--- config.mk ---
export PLATFORM = sky130hd
export DESIGN_NAME = audio_capture_to_mono_resampler
export DESIGN_NICKNAME = d
export VERILOG_FILES = /design/src/sv/acmr_pkg.sv /design/src/sv/audio_capture_to_mono_resampler.sv
export SDC_FILE = /design/constraint.sdc
export NUM_CORES = 2
export LEC_CHECK = 0
export BUFFER_PORTS_ARGS = -buffer_cell sky130_fd_sc_hd__buf_2
export CORE_ASPECT_RATIO = 1.1
export CORE_UTILIZATION = 60
export CTS_CLUSTER_DIAMETER = 50
export CTS_CLUSTER_SIZE = 16
export DETAILED_ROUTE_END_ITERATION = 8
export PLACE_DENSITY = 0.77
export SETUP_SLACK_MARGIN = 0.02
export SYNTH_ARGS = -nofsm -noshare
export SYNTH_HDL_FRONTEND = slang
export SYNTH_SLANG_ARGS = --single-unit
--- constraint.sdc ---
create_clock -name clk -period 20.6 [get_ports clk]
set_input_delay 1.03 -clock clk [delete_from_list [all_inputs] [get_ports clk]]
set_output_delay 1.03 -clock clk [all_outputs]
set_load 0.005 [all_outputs]
--- src/sv/acmr_pkg.sv ---
// Shared constants, register codes and the float-to-PCM rounding function.
`default_nettype none
package acmr_pkg;

	localparam int FRAC_BITS_DEF = 16;
	localparam int WORD_W        = 32;
	localparam int PCM_W         = 16;
	localparam int CFG_IDX_W     = 2;
	localparam int CFG_DATA_W    = 21;
	localparam int MAX_RESULTS   = 4;
	localparam int CNT_W         = 3;

	// Product of a 24-bit float mantissa by the 15-bit scale.
	localparam int FP_MANT_W = 24;
	localparam int FP_PROD_W = 39;
	localparam logic [14:0] FLOAT_SCALE = 15'd32767;

	// Register indexes
	localparam logic [CFG_IDX_W-1:0] REG_SAMPLE_FORMAT = 2'd0;
	localparam logic [CFG_IDX_W-1:0] REG_STEREO_MODE   = 2'd1;
	localparam logic [CFG_IDX_W-1:0] REG_PHASE_STEP    = 2'd2;
	localparam logic [CFG_IDX_W-1:0] REG_OUTPUT_LIMIT  = 2'd3;

	// Sample formats
	localparam logic [1:0] FMT_FLOAT32 = 2'd0;
	localparam logic [1:0] FMT_INT32   = 2'd1;
	localparam logic [1:0] FMT_INT16   = 2'd2;

	// Register reset values
	localparam logic [1:0]  RST_SAMPLE_FORMAT = FMT_FLOAT32;
	localparam logic        RST_STEREO_MODE   = 1'b1;
	localparam logic [20:0] RST_PHASE_STEP    = 21'd196608;
	localparam logic [15:0] RST_OUTPUT_LIMIT  = 16'd4096;

	// Finish a float32 word into PCM, given p = mantissa * 32767.
	// Round p to 24 significant bits, then drop the exponent shift.
	function automatic logic signed [PCM_W-1:0] float_to_pcm(
		input logic [WORD_W-1:0]    w,
		input logic [FP_PROD_W-1:0] p
	);
		logic [7:0]        expo;
		logic [22:0]       frac;
		logic [23:0]       q;
		logic              rup;
		logic [24:0]       qr;
		logic [7:0]        dsh;
		logic [7:0]        k;
		logic [24:0]       sh;
		logic [PCM_W-1:0]  mag;
		expo = w[30:23];
		frac = w[22:0];
		mag  = '0;
		if (expo == 8'hFF && frac != 23'd0) begin
			mag = '0;
		end else if (expo >= 8'd127) begin
			mag = 16'd32767;
		end else if (expo == 8'd0) begin
			// subnormals scale far below one LSB
			mag = '0;
		end else begin
			if (p[38]) begin
				q   = p[38:15];
				rup = (p[14:0] > 15'h4000) || (p[14:0] == 15'h4000 && q[0]);
				dsh = 8'd15;
			end else begin
				q   = p[37:14];
				rup = (p[13:0] > 14'h2000) || (p[13:0] == 14'h2000 && q[0]);
				dsh = 8'd14;
			end
			qr  = {1'b0, q} + {24'd0, rup};
			k   = 8'd150 - expo - dsh;
			sh  = qr >> k;
			mag = (sh > 25'd32767) ? 16'd32767 : sh[15:0];
		end
		return w[31] ? -$signed(mag) : $signed(mag);
	endfunction

endpackage
`default_nettype wire

--- src/sv/audio_capture_to_mono_resampler.sv ---
// Frame to mono PCM converter with linear-interpolation resampling.
// An item is taken only in idle; a silent frame goes straight to a zero output,
// any other frame through conversion on the shared multiplier and then a loop
// step per output, for up to four outputs per item. An output waits on out_ready,
// and each result shows on the output register the cycle after it is formed.
// Reset (arst_n low) clears control state and loads the register defaults.
`default_nettype none
module audio_capture_to_mono_resampler #(
	parameter int FRAC_BITS = acmr_pkg::FRAC_BITS_DEF
) (
	input  wire logic                                clk,
	input  wire logic                                arst_n,
	input  wire logic                                cfg_we,
	input  wire logic [acmr_pkg::CFG_IDX_W-1:0]      cfg_index,
	input  wire logic [acmr_pkg::CFG_DATA_W-1:0]     cfg_data,
	input  wire logic                                in_valid,
	output logic                                     in_ready,
	input  wire logic [acmr_pkg::WORD_W-1:0]         left_word,
	input  wire logic [acmr_pkg::WORD_W-1:0]         right_word,
	input  wire logic                                buffer_end,
	input  wire logic                                silent_buffer,
	output logic                                     out_valid,
	input  wire logic                                out_ready,
	output logic signed [acmr_pkg::PCM_W-1:0]        out_sample,
	output logic                                     run_last,
	output logic                                     buffer_last
);

	localparam int POS_W = (FRAC_BITS + 2 > 22) ? FRAC_BITS + 2 : 22;
	localparam int MA_W  = acmr_pkg::FP_MANT_W + 1;
	localparam int MB_W  = (FRAC_BITS > 15) ? FRAC_BITS : 15;
	localparam int P_W   = MA_W + MB_W + 1;
	localparam int V_W   = FRAC_BITS + 19;
	localparam int PCM_W = acmr_pkg::PCM_W;

	localparam logic [POS_W-1:0] ONE_POS  = POS_W'(1) << FRAC_BITS;
	localparam logic [POS_W-1:0] TWO_POS  = ONE_POS << 1;
	localparam logic [POS_W-1:0] STEP_MIN = ONE_POS >> 1;
	localparam logic [V_W-1:0]   RND_NEG  = (V_W'(1) << FRAC_BITS) - V_W'(1);

	localparam logic [3:0] ST_IDLE  = 4'd0;
	localparam logic [3:0] ST_MUL_L = 4'd1;
	localparam logic [3:0] ST_CVT_L = 4'd2;
	localparam logic [3:0] ST_MUL_R = 4'd3;
	localparam logic [3:0] ST_CVT_R = 4'd4;
	localparam logic [3:0] ST_MIX   = 4'd5;
	localparam logic [3:0] ST_ILOOP = 4'd6;
	localparam logic [3:0] ST_IOUT  = 4'd7;
	localparam logic [3:0] ST_TLOOP = 4'd8;
	localparam logic [3:0] ST_TOUT  = 4'd9;
	localparam logic [3:0] ST_SOUT  = 4'd10;

	// configuration
	logic [1:0]  sample_format_q;
	logic        stereo_mode_q;
	logic [20:0] phase_step_q;
	logic [15:0] output_limit_q;

	// sequencer and frame state
	logic [3:0]                  state_q;
	logic                        buffer_start_q;
	logic                        first_q;
	logic                        end_q;
	logic [POS_W-1:0]            pos_q;
	logic [15:0]                 emitted_q;
	logic [acmr_pkg::CNT_W-1:0]  n_q;
	logic signed [PCM_W-1:0]     prev_q;

	// payload
	logic [acmr_pkg::WORD_W-1:0] left_q;
	logic [acmr_pkg::WORD_W-1:0] right_q;
	logic signed [PCM_W-1:0]     pcm_l_q;
	logic signed [PCM_W-1:0]     pcm_r_q;
	logic signed [PCM_W-1:0]     cur_q;
	logic signed [P_W-1:0]       prod_q;

	// output register
	logic                        out_valid_q;
	logic signed [PCM_W-1:0]     out_sample_q;
	logic                        run_last_q;
	logic                        buffer_last_q;

	logic [acmr_pkg::WORD_W-1:0] src_word;
	logic signed [MA_W-1:0]      mul_a;
	logic [MB_W-1:0]             mul_b;
	logic signed [P_W-1:0]       mul_p;
	logic signed [PCM_W-1:0]     cvt_pcm;
	logic signed [PCM_W:0]       mix_sum;
	logic signed [PCM_W:0]       mix_adj;
	logic signed [PCM_W-1:0]     mix_val;
	logic signed [PCM_W:0]       diff;
	logic signed [V_W-1:0]       interp_v;
	logic signed [V_W-1:0]       interp_t;
	logic signed [PCM_W-1:0]     interp_s;
	logic [POS_W-1:0]            step_ext;
	logic [POS_W-1:0]            step_eff;
	logic                        slot_free;
	logic                        emit_ok;
	logic                        more;
	logic [16:0]                 emitted_nx;
	logic                        res_last;
	logic                        res_blast;
	logic signed [PCM_W-1:0]     res_sample;
	logic                        emit_state;
	logic                        proceed;
	logic                        accept;

	assign in_ready    = (state_q == ST_IDLE);
	assign accept      = in_valid && in_ready;
	assign out_valid   = out_valid_q;
	assign out_sample  = out_sample_q;
	assign run_last    = run_last_q;
	assign buffer_last = buffer_last_q;

	assign step_ext = POS_W'(phase_step_q);
	assign step_eff = (step_ext < STEP_MIN) ? STEP_MIN : step_ext;

	// shared multiplier: float mantissa scaling, then interpolation weight
	assign src_word = (state_q == ST_MUL_L || state_q == ST_CVT_L) ? left_q : right_q;
	assign diff     = {cur_q[PCM_W-1], cur_q} - {prev_q[PCM_W-1], prev_q};

	always_comb begin
		if (state_q == ST_ILOOP) begin
			mul_a = MA_W'(diff);
			mul_b = MB_W'(pos_q[FRAC_BITS-1:0]);
		end else begin
			mul_a = $signed({1'b0, (src_word[30:23] != 8'd0), src_word[22:0]});
			mul_b = MB_W'(acmr_pkg::FLOAT_SCALE);
		end
	end

	assign mul_p = mul_a * $signed({1'b0, mul_b});

	always_comb begin
		case (sample_format_q)
			acmr_pkg::FMT_FLOAT32:
				cvt_pcm = acmr_pkg::float_to_pcm(src_word, prod_q[acmr_pkg::FP_PROD_W-1:0]);
			acmr_pkg::FMT_INT32: cvt_pcm = $signed(src_word[31:16]);
			acmr_pkg::FMT_INT16: cvt_pcm = $signed(src_word[15:0]);
			default:             cvt_pcm = '0;
		endcase
	end

	// average truncates toward zero: bias negative sums by one before the shift
	assign mix_sum = {pcm_l_q[PCM_W-1], pcm_l_q} + {pcm_r_q[PCM_W-1], pcm_r_q};
	assign mix_adj = mix_sum + (mix_sum[PCM_W] ? (PCM_W+1)'(1) : (PCM_W+1)'(0));
	assign mix_val = stereo_mode_q ? mix_adj[PCM_W:1] : pcm_l_q;

	// prev*(1-f) + cur*f = prev<<F + (cur-prev)*f, truncated toward zero
	assign interp_v = $signed({{(V_W-PCM_W-FRAC_BITS){prev_q[PCM_W-1]}}, prev_q,
	                           {FRAC_BITS{1'b0}}}) + $signed(prod_q[V_W-1:0]);
	assign interp_t = interp_v[V_W-1] ? interp_v + $signed(RND_NEG) : interp_v;
	assign interp_s = interp_t[FRAC_BITS+PCM_W-1:FRAC_BITS];

	// result lookahead: does another output of this frame follow?
	always_comb begin
		case (state_q)
			ST_IOUT: begin
				more       = (pos_q < ONE_POS) || (end_q && pos_q < TWO_POS);
				res_sample = interp_s;
			end
			ST_TOUT: begin
				more       = (pos_q < ONE_POS);
				res_sample = cur_q;
			end
			default: begin
				more       = 1'b0;
				res_sample = '0;
			end
		endcase
	end

	assign emitted_nx = {1'b0, emitted_q} + 17'd1;
	assign emit_ok    = (emitted_q < output_limit_q) &&
	                    (n_q < acmr_pkg::CNT_W'(acmr_pkg::MAX_RESULTS));
	assign res_last   = !(more && (emitted_nx < {1'b0, output_limit_q}) &&
	                      (n_q + 1'b1 < acmr_pkg::CNT_W'(acmr_pkg::MAX_RESULTS)));
	assign res_blast  = (emitted_nx == {1'b0, output_limit_q}) || (res_last && end_q);
	assign slot_free  = !out_valid_q || out_ready;
	assign emit_state = (state_q == ST_IOUT) || (state_q == ST_TOUT) ||
	                    (state_q == ST_SOUT);
	assign proceed    = !emit_ok || slot_free;

	always_ff @(posedge clk or negedge arst_n) begin
		if (!arst_n) begin
			sample_format_q <= acmr_pkg::RST_SAMPLE_FORMAT;
			stereo_mode_q   <= acmr_pkg::RST_STEREO_MODE;
			phase_step_q    <= acmr_pkg::RST_PHASE_STEP;
			output_limit_q  <= acmr_pkg::RST_OUTPUT_LIMIT;
		end else if (cfg_we) begin
			case (cfg_index)
				acmr_pkg::REG_SAMPLE_FORMAT: sample_format_q <= cfg_data[1:0];
				acmr_pkg::REG_STEREO_MODE:   stereo_mode_q   <= cfg_data[0];
				acmr_pkg::REG_PHASE_STEP:    phase_step_q    <= cfg_data[20:0];
				acmr_pkg::REG_OUTPUT_LIMIT:  output_limit_q  <= cfg_data[15:0];
				default: ;
			endcase
		end
	end

	always_ff @(posedge clk or negedge arst_n) begin
		if (!arst_n) begin
			state_q        <= ST_IDLE;
			buffer_start_q <= 1'b1;
			first_q        <= 1'b0;
			end_q          <= 1'b0;
			pos_q          <= '0;
			emitted_q      <= '0;
			n_q            <= '0;
			prev_q         <= '0;
			out_valid_q    <= 1'b0;
		end else begin
			case (state_q)
				ST_IDLE: begin
					if (accept) begin
						first_q        <= buffer_start_q;
						buffer_start_q <= buffer_end;
						end_q          <= buffer_end;
						n_q            <= '0;
						if (buffer_start_q) begin
							emitted_q <= '0;
							pos_q     <= '0;
						end
						state_q <= silent_buffer ? ST_SOUT : ST_MUL_L;
					end
				end
				ST_MUL_L: state_q <= ST_CVT_L;
				ST_CVT_L: state_q <= ST_MUL_R;
				ST_MUL_R: state_q <= ST_CVT_R;
				ST_CVT_R: state_q <= ST_MIX;
				ST_MIX: begin
					if (!first_q) begin
						state_q <= ST_ILOOP;
					end else begin
						prev_q  <= mix_val;
						state_q <= end_q ? ST_TLOOP : ST_IDLE;
					end
				end
				ST_ILOOP: begin
					if (pos_q < ONE_POS) begin
						pos_q   <= pos_q + step_eff;
						state_q <= ST_IOUT;
					end else begin
						// rebase the phase onto the new frame
						pos_q   <= pos_q - ONE_POS;
						prev_q  <= cur_q;
						state_q <= end_q ? ST_TLOOP : ST_IDLE;
					end
				end
				ST_TLOOP: begin
					if (pos_q < ONE_POS) begin
						pos_q   <= pos_q + step_eff;
						state_q <= ST_TOUT;
					end else begin
						state_q <= ST_IDLE;
					end
				end
				ST_IOUT: if (proceed) state_q <= ST_ILOOP;
				ST_TOUT: if (proceed) state_q <= ST_TLOOP;
				ST_SOUT: if (proceed) state_q <= ST_IDLE;
				default: state_q <= ST_IDLE;
			endcase
			if (emit_state && emit_ok && slot_free) begin
				out_valid_q <= 1'b1;
				emitted_q   <= emitted_q + 16'd1;
				n_q         <= n_q + 1'b1;
			end else if (out_ready) begin
				out_valid_q <= 1'b0;
			end
		end
	end

	// payload registers
	always_ff @(posedge clk) begin
		if (accept) begin
			left_q  <= left_word;
			right_q <= right_word;
		end
		if (state_q == ST_MUL_L || state_q == ST_MUL_R || state_q == ST_ILOOP)
			prod_q <= mul_p;
		if (state_q == ST_CVT_L)
			pcm_l_q <= cvt_pcm;
		if (state_q == ST_CVT_R)
			pcm_r_q <= cvt_pcm;
		if (state_q == ST_MIX)
			cur_q <= mix_val;
		if (emit_state && emit_ok && slot_free) begin
			out_sample_q  <= (state_q == ST_SOUT) ? '0 : res_sample;
			run_last_q    <= res_last;
			buffer_last_q <= res_blast;
		end
	end

endmodule
`default_nettype wire
Word-level counts from Yosys, hierarchy flattened
Cells that the tools add are included.

cells by class
  $lt $le $gt $ge = 11
  equality and inequality tests = 27
  mux-type cells = 58
  multiply operators = 1
  reductions and logical operators = 47
  add/subtract/negate cells = 14
  shift operators = 1

operators with widths
  cell                                                                               number
  16-bit 2-to-1 mux                                                                  14
  24-bit 2-to-1 mux                                                                  5
  22-bit 2-to-1 mux                                                                  4
  22-bit one-hot mux with 3 select lines                                             1
  32-bit 2-to-1 mux                                                                  2
  16-bit one-hot mux with 2 select lines                                             2
  16-bit one-hot mux with 3 select lines                                             1
  4-bit one-hot mux with 11 select lines                                             1
  25-bit by 17-bit multiplier with 39-bit output                                     1
  4-bit 2-to-1 mux                                                                   9
  32-bit by 35-bit adder with 35-bit output                                          1
  32-bit by 17-bit adder with 32-bit output, second input constant                   1
  8-bit 2-to-1 mux                                                                   4
  24-bit by 1-bit adder with 25-bit output                                           1
  25-bit by 15-bit greater-than comparator with 1-bit output, second input constant  1
  25-bit 2-to-1 mux                                                                  1
  25-bit by 8-bit >> shifter with 25-bit output                                      1
  23-bit nonzero test                                                                1
  22-bit by 21-bit adder with 22-bit output                                          1
  22-bit by 17-bit < comparator with 1-bit output, second input constant             1
  22-bit by 18-bit < comparator with 1-bit output, second input constant             1
  22-bit by 17-bit subtractor with 22-bit output, second input constant              1
  21-bit by 16-bit < comparator with 1-bit output, second input constant             1
  21-bit 2-to-1 mux                                                                  1
  other kinds (42)                                                                   102

word-level totals
  input bits = 94
  output and inout bits = 20
  word-level logic and storage cells = 181
  flip-flop bits (word level) = 274

Longest topological paths before layout
  depth after elaboration = 19
  gate-level depth with buffers = 45
  gate-level depth less buffers = 43

Worst setup path before layout
Ideal clock, no wire load.

  path type = register to register
  start point = register state_q[2]
  end point = register prod_q[37] (data pin)
  setup time = 0.259 ns
  period minus slack after synthesis = 9.167 ns
  path buffers = 6
  stages on the path, launching flop included = 34
  setup slack = 11.433 ns
  data required time = 20.341 ns
  arrival time = 8.908 ns
  cells stage by stage = dfrtp_1 clkbuf_1 nor2_1 nand2_1 clkbuf_1 clkbuf_1 buf_1 mux2i_1 mux2i_1 clkbuf_1 nand2_1 fa_1 fa_1 inv_1 fa_1 inv_1 fa_1 fa_1 inv_1 fa_1 ha_1 clkbuf_1 a2111oi_0 nor2_1 a21oi_1 o31ai_1 o21ai_0 a21oi_1 o41a_1 a211o_1 a31oi_1 a21oi_1 o21a_1 o31a_1

on the way
  longest elaborated chain between the ends = 6
  elaborated cells between the ends (all ways) = 9
  classes of those cells = mul (1); eq/ne (3); mux (3); reduce/logical (2)

RTL lines
  element                                                                                               line                                    text
  start, declared                                                                                       audio_capture_to_mono_resampler.sv:60   logic [3:0] state_q;
  start signal, assigned                                                                                audio_capture_to_mono_resampler.sv:224  state_q <= silent_buffer ? ST_SOUT : ST_MUL_L;
  start signal, assigned                                                                                audio_capture_to_mono_resampler.sv:236  state_q <= end_q ? ST_TLOOP : ST_IDLE;
  start signal, assigned                                                                                audio_capture_to_mono_resampler.sv:247  state_q <= end_q ? ST_TLOOP : ST_IDLE;
  4-bit by 1-bit == test with 1-bit output or 4-bit by 2-bit == test with 1-bit output (tied branches)  audio_capture_to_mono_resampler.sv:119  assign src_word = (state_q == ST_MUL_L || state_q == ST_CVT_L) ? left_q : right_q;
  1-bit logical OR                                                                                      audio_capture_to_mono_resampler.sv:119
  32-bit 2-to-1 mux                                                                                     audio_capture_to_mono_resampler.sv:119
  8-bit nonzero test                                                                                    audio_capture_to_mono_resampler.sv:127  mul_a = $signed({1'b0, (src_word[30:23] != 8'd0), src_word[22:0]});
  25-bit 2-to-1 mux                                                                                     audio_capture_to_mono_resampler.sv:123  if (state_q == ST_ILOOP) begin
  25-bit by 17-bit multiplier with 39-bit output (*)                                                    audio_capture_to_mono_resampler.sv:132  assign mul_p = mul_a * $signed({1'b0, mul_b});
  via mul_p[37]                                                                                         audio_capture_to_mono_resampler.sv:86   logic signed [P_W-1:0] mul_p;
  end signal, assigned                                                                                  audio_capture_to_mono_resampler.sv:280  prod_q <= mul_p;
  end, declared                                                                                         audio_capture_to_mono_resampler.sv:75   logic signed [P_W-1:0] prod_q;

Mark *: on every way through the listed nets, which the timed path passes. The rest lies on a longest branch.
A chain may end at the register's enable or synchronous reset.

Worst setup path in the final report
  start point = register prev_q[1]
  end point = register prod_q[37] (data pin)

on the way
  longest elaborated chain between the ends = 3

RTL lines
  element                                         line                                    text
  start, declared                                 audio_capture_to_mono_resampler.sv:67   logic signed [PCM_W-1:0] prev_q;
  start signal, assigned                          audio_capture_to_mono_resampler.sv:235  prev_q <= mix_val;
  start signal, assigned                          audio_capture_to_mono_resampler.sv:246  prev_q <= cur_q;
  16-bit by 16-bit subtractor with 17-bit output  audio_capture_to_mono_resampler.sv:120  assign diff = {cur_q[PCM_W-1], cur_q} - {prev_q[PCM_W-1], prev_q};
  25-bit 2-to-1 mux                               audio_capture_to_mono_resampler.sv:123
  25-bit by 17-bit multiplier with 39-bit output  audio_capture_to_mono_resampler.sv:132
  via mul_p[37]                                   audio_capture_to_mono_resampler.sv:86

The timed path passes the listed nets, and every way through them passes these cells.

==> impl_metrics.csv <==
group,metric,value,unit
status,status,"completed",
sta,max_slew.worst_pin.slew,1380,ps
drt,drtIter0Drc,2697,
sta,slew_viol_final,0,
place,gp_congestion,1.03,
place,portBuffers,113,
logic_synthesis,synthArstFlopShare,0.383,
sta,layout_min_cycle_time,10350,ps
worst_hold_path,hold_path.class,"in2async",
grt,overflow,0,
sta,hold_ws,357,ps
critical_path,r2r_cells,40,
clocking,clock_sinks,274,
logic_synthesis,synthTopCellsByArea,"fa_1 (22%), edfxtp_1 (15%), ha_1 (8.0%)",
drt,vias,27500,
die,io_pins,114,
finish,utilization,0.651,
clocking,post_cts_resized,0,
logic_synthesis,yosys_warnings,0,
logic_synthesis,synth_edf_count,169,
die,start_util,0.609,
finish,drive_above_1_share,0.0894,
critical_path,startpoint_type,"flop",
grt,antenna_found_initial,1,
grt,gr-usage-all-layers,0.351,
logic_synthesis,ys_types,85,
sta,skew,20.8,ps
logic_synthesis,yosys.area.top_type,"fa_1",
critical_path,cp-end-kind,"flop",
clocking,postCtsHoldBufs,0,
critical_path,reg2reg_from,"prev_q[1]$_DFFE_PN0P_",
clocking,clk_path_buf_depth,3,
place,place_inst,4462,
logic_synthesis,synth_seq_cells,274,
grt,grt_first_pass_wirelength,153,mm
logic_synthesis,synth.avg_cell_area,9.04,um^2
logic_synthesis,syn_area,33500,um^2
critical_path,required,20960,ps
logic_synthesis,seq_area_frac_synth,0.230,
finish,synthToLayoutAreaGrowth,6.98,%
logic_synthesis,synthCells,3711,
sta,rsz0062_at_grt,"no",
critical_path,slowest_delay,550,ps
clocking,cts_tree,"done",
drt,viasPerCell,6.09,
drt,drc,0,
critical_path,endpoint,"prod_q[37]$_DFFE_PP_",
drt,firstDrtPassIters,6,
critical_path,critPathMaxFanout,15,
logic_synthesis,syn_nets,4395,
flow_run,maxCapViolations,0,
sta,tns,0,ps
sta,period_share,0.502,
grt,grt_max_degree,75,
die,fp-row-count,90,
die,core,55100,um^2
grt,grt_pass1_vias,27600,
place,post-dp-hpwl,77.5,mm
logic_synthesis,synth_top_area_frac,0.224,
clocking,numCtsBuffers,30,
finish,nets,4442,
finish,num-fill-cells,4471,
clocking,root_buffer,"clkbuf_16",
critical_path,cp-startpoint,"prev_q[1]$_DFFE_PN0P_",
critical_path,cp.arrival,10710,ps
critical_path,crit_slowest_cell,"fa_1",
sta,max_freq,96.6,MHz
drt,detail-route-antenna-nets,0,
drt,wirelength,97.0,mm
die,die_h,250,um
critical_path,rr_endpoint,"prod_q[37]$_DFFE_PP_",
sta,setup_violations,0,
drt,wire_per_inst,21.5,um
die,dieArea,56800,um^2
finish,fin_cells,4519,
critical_path,r2r_setup_slack,10250,ps
die,die_w,227,um
critical_path,crit_type,"reg2reg",
sta,maxSlewHeadroom,0.0749,
logic_synthesis,synth-main-ff-cell,"edfxtp_1",
clocking,insertion_delay,620,ps
clocking,postCtsSetupRepairBufs,0,
clocking,clk_pin_slew,70,ps
sta,hold_viol_final,0,
clocking,htree_levels,1,
[metal layers]
metal | GRT usage | up-vias | part of all wire
met5 | 0 | - | 0
met4 | 0.172 | 0 | 0.056
met3 | 0.0665 | 265 | 0.090
met2 | 0.553 | 1245 | 0.46
met1 | 0.465 | 13500 | 0.40
li1 | - | 12500 | -
[Yosys cell counts, drive strengths merged (7+ instances only)]
| cell type | n |
|---|---|
| nand2 | 421 |
| nor3 | 64 |
| o211ai | 14 |
| o21ai | 135 |
| a22o | 15 |
| a31oi | 33 |
| xor2 | 46 |
| a211oi | 22 |
| o21a | 34 |
| or4 | 9 |
| mux2i | 86 |
| a311oi | 7 |
| dfrtp | 100 |
| nor2b | 39 |
| or3 | 35 |
| mux2 | 73 |
| or2 | 14 |
| a31o | 7 |
| and3 | 26 |
| buf | 25 |
| o22ai | 11 |
| a21o | 36 |
| fa | 375 |
| inv | 547 |
| a21oi | 162 |
| a211o | 10 |
| ha | 215 |
| xnor2 | 119 |
| nand2b | 41 |
| and3b | 8 |
| clkbuf | 121 |
| and2 | 64 |
| nor2 | 323 |
| o21bai | 20 |
| nor3b | 8 |
| o31ai | 14 |
| a2111oi | 10 |
| nand3 | 67 |
| o32ai | 7 |
| nand4 | 24 |
| nor4 | 38 |
| edfxtp | 169 |
| a22oi | 9 |
[cells in the final DEF (no fill, tap or decap), drive strengths merged, types with 36 or more instances in the layout]
master / instances
inv: 555
nand2: 421
fa: 375
nor2: 323
ha: 215
edfxtp: 169
a21oi: 162
buf: 161
o21ai: 135
xnor2: 119
dfrtp: 100
mux2i: 86
mux2: 73
nand3: 67
and2: 64
nor3: 64
xor2: 46
nand2b: 41
nor2b: 39
nor4: 38
a21o: 36
[how the worst min path moves through the flow]
stage                                      end  slack, ps
global placement    buffer_start_q$_DFFE_PN1P_        450
global route         emitted_q[11]$_DFFE_PN0P_        380
floorplan           buffer_start_q$_DFFE_PN1P_        450
finish                emitted_q[6]$_DFFE_PN0P_        360
detailed placement  buffer_start_q$_DFFE_PN1P_        470
CTS                   emitted_q[4]$_DFFE_PN0P_        340
[per-stage QoR]
stage	area [um^2]	worst slack (ps)
floorplan	33500	11430
global placement	34800	10710
detailed placement	34800	10490
CTS	35900	10410
global route	35900	9350
finish	35900	10250
[cells by family after synthesis]
family / after synthesis / share of synthesized area
adders and majority gates: 590 / 0.304
muxes: 165 / 0.0542
AOI/OAI and AO/OA: 623 / 0.123
and+or+nand+nor: 1201 / 0.167
xor gates and xnor gates: 165 / 0.0431
buffers and inverters: 693 / 0.0784
DFF: 274 / 0.230
[final cells by class]
type                            instances  area [um^2]  area share
Multi-Input combinational cell       2744        23200       0.648
Sequential cell                       274         7710       0.215
Inverter                              547         2050      0.0572
Timing Repair Buffer                  161          928      0.0259
Tap cell                              736          921      0.0257
Clock buffer                           35          779      0.0217
Clock inverter                         21          240     0.00670
Antenna cell                            1         2.50   0.0000698
[sequential cells by signal, summed over array words and instances (netlist names), 16 cells and up]
| name | cells |
|---|---|
| prod_q | 39 |
| left_q | 32 |
| right_q | 32 |
| pos_q | 22 |
| phase_step_q | 21 |
| cur_q | 16 |
| emitted_q | 16 |
| out_sample | 16 |
| output_limit_q | 16 |
| pcm_l_q | 16 |
| pcm_r_q | 16 |
| prev_q | 16 |
[critical path: cells and delay by family (launching register included)]
kind,cells,cell delay [ps]
AOI/OAI and AO/OA,21,4620
xor gates and xnor gates,1,180
adders and majority gates,8,3670
buffers and inverters,5,530
DFF,1,480
muxes,1,150
and+or+nand+nor,4,440
Power is left out: the tool's default activity adds up to more than one toggle a clock period on the data nets, which glitch-free logic cannot reach.
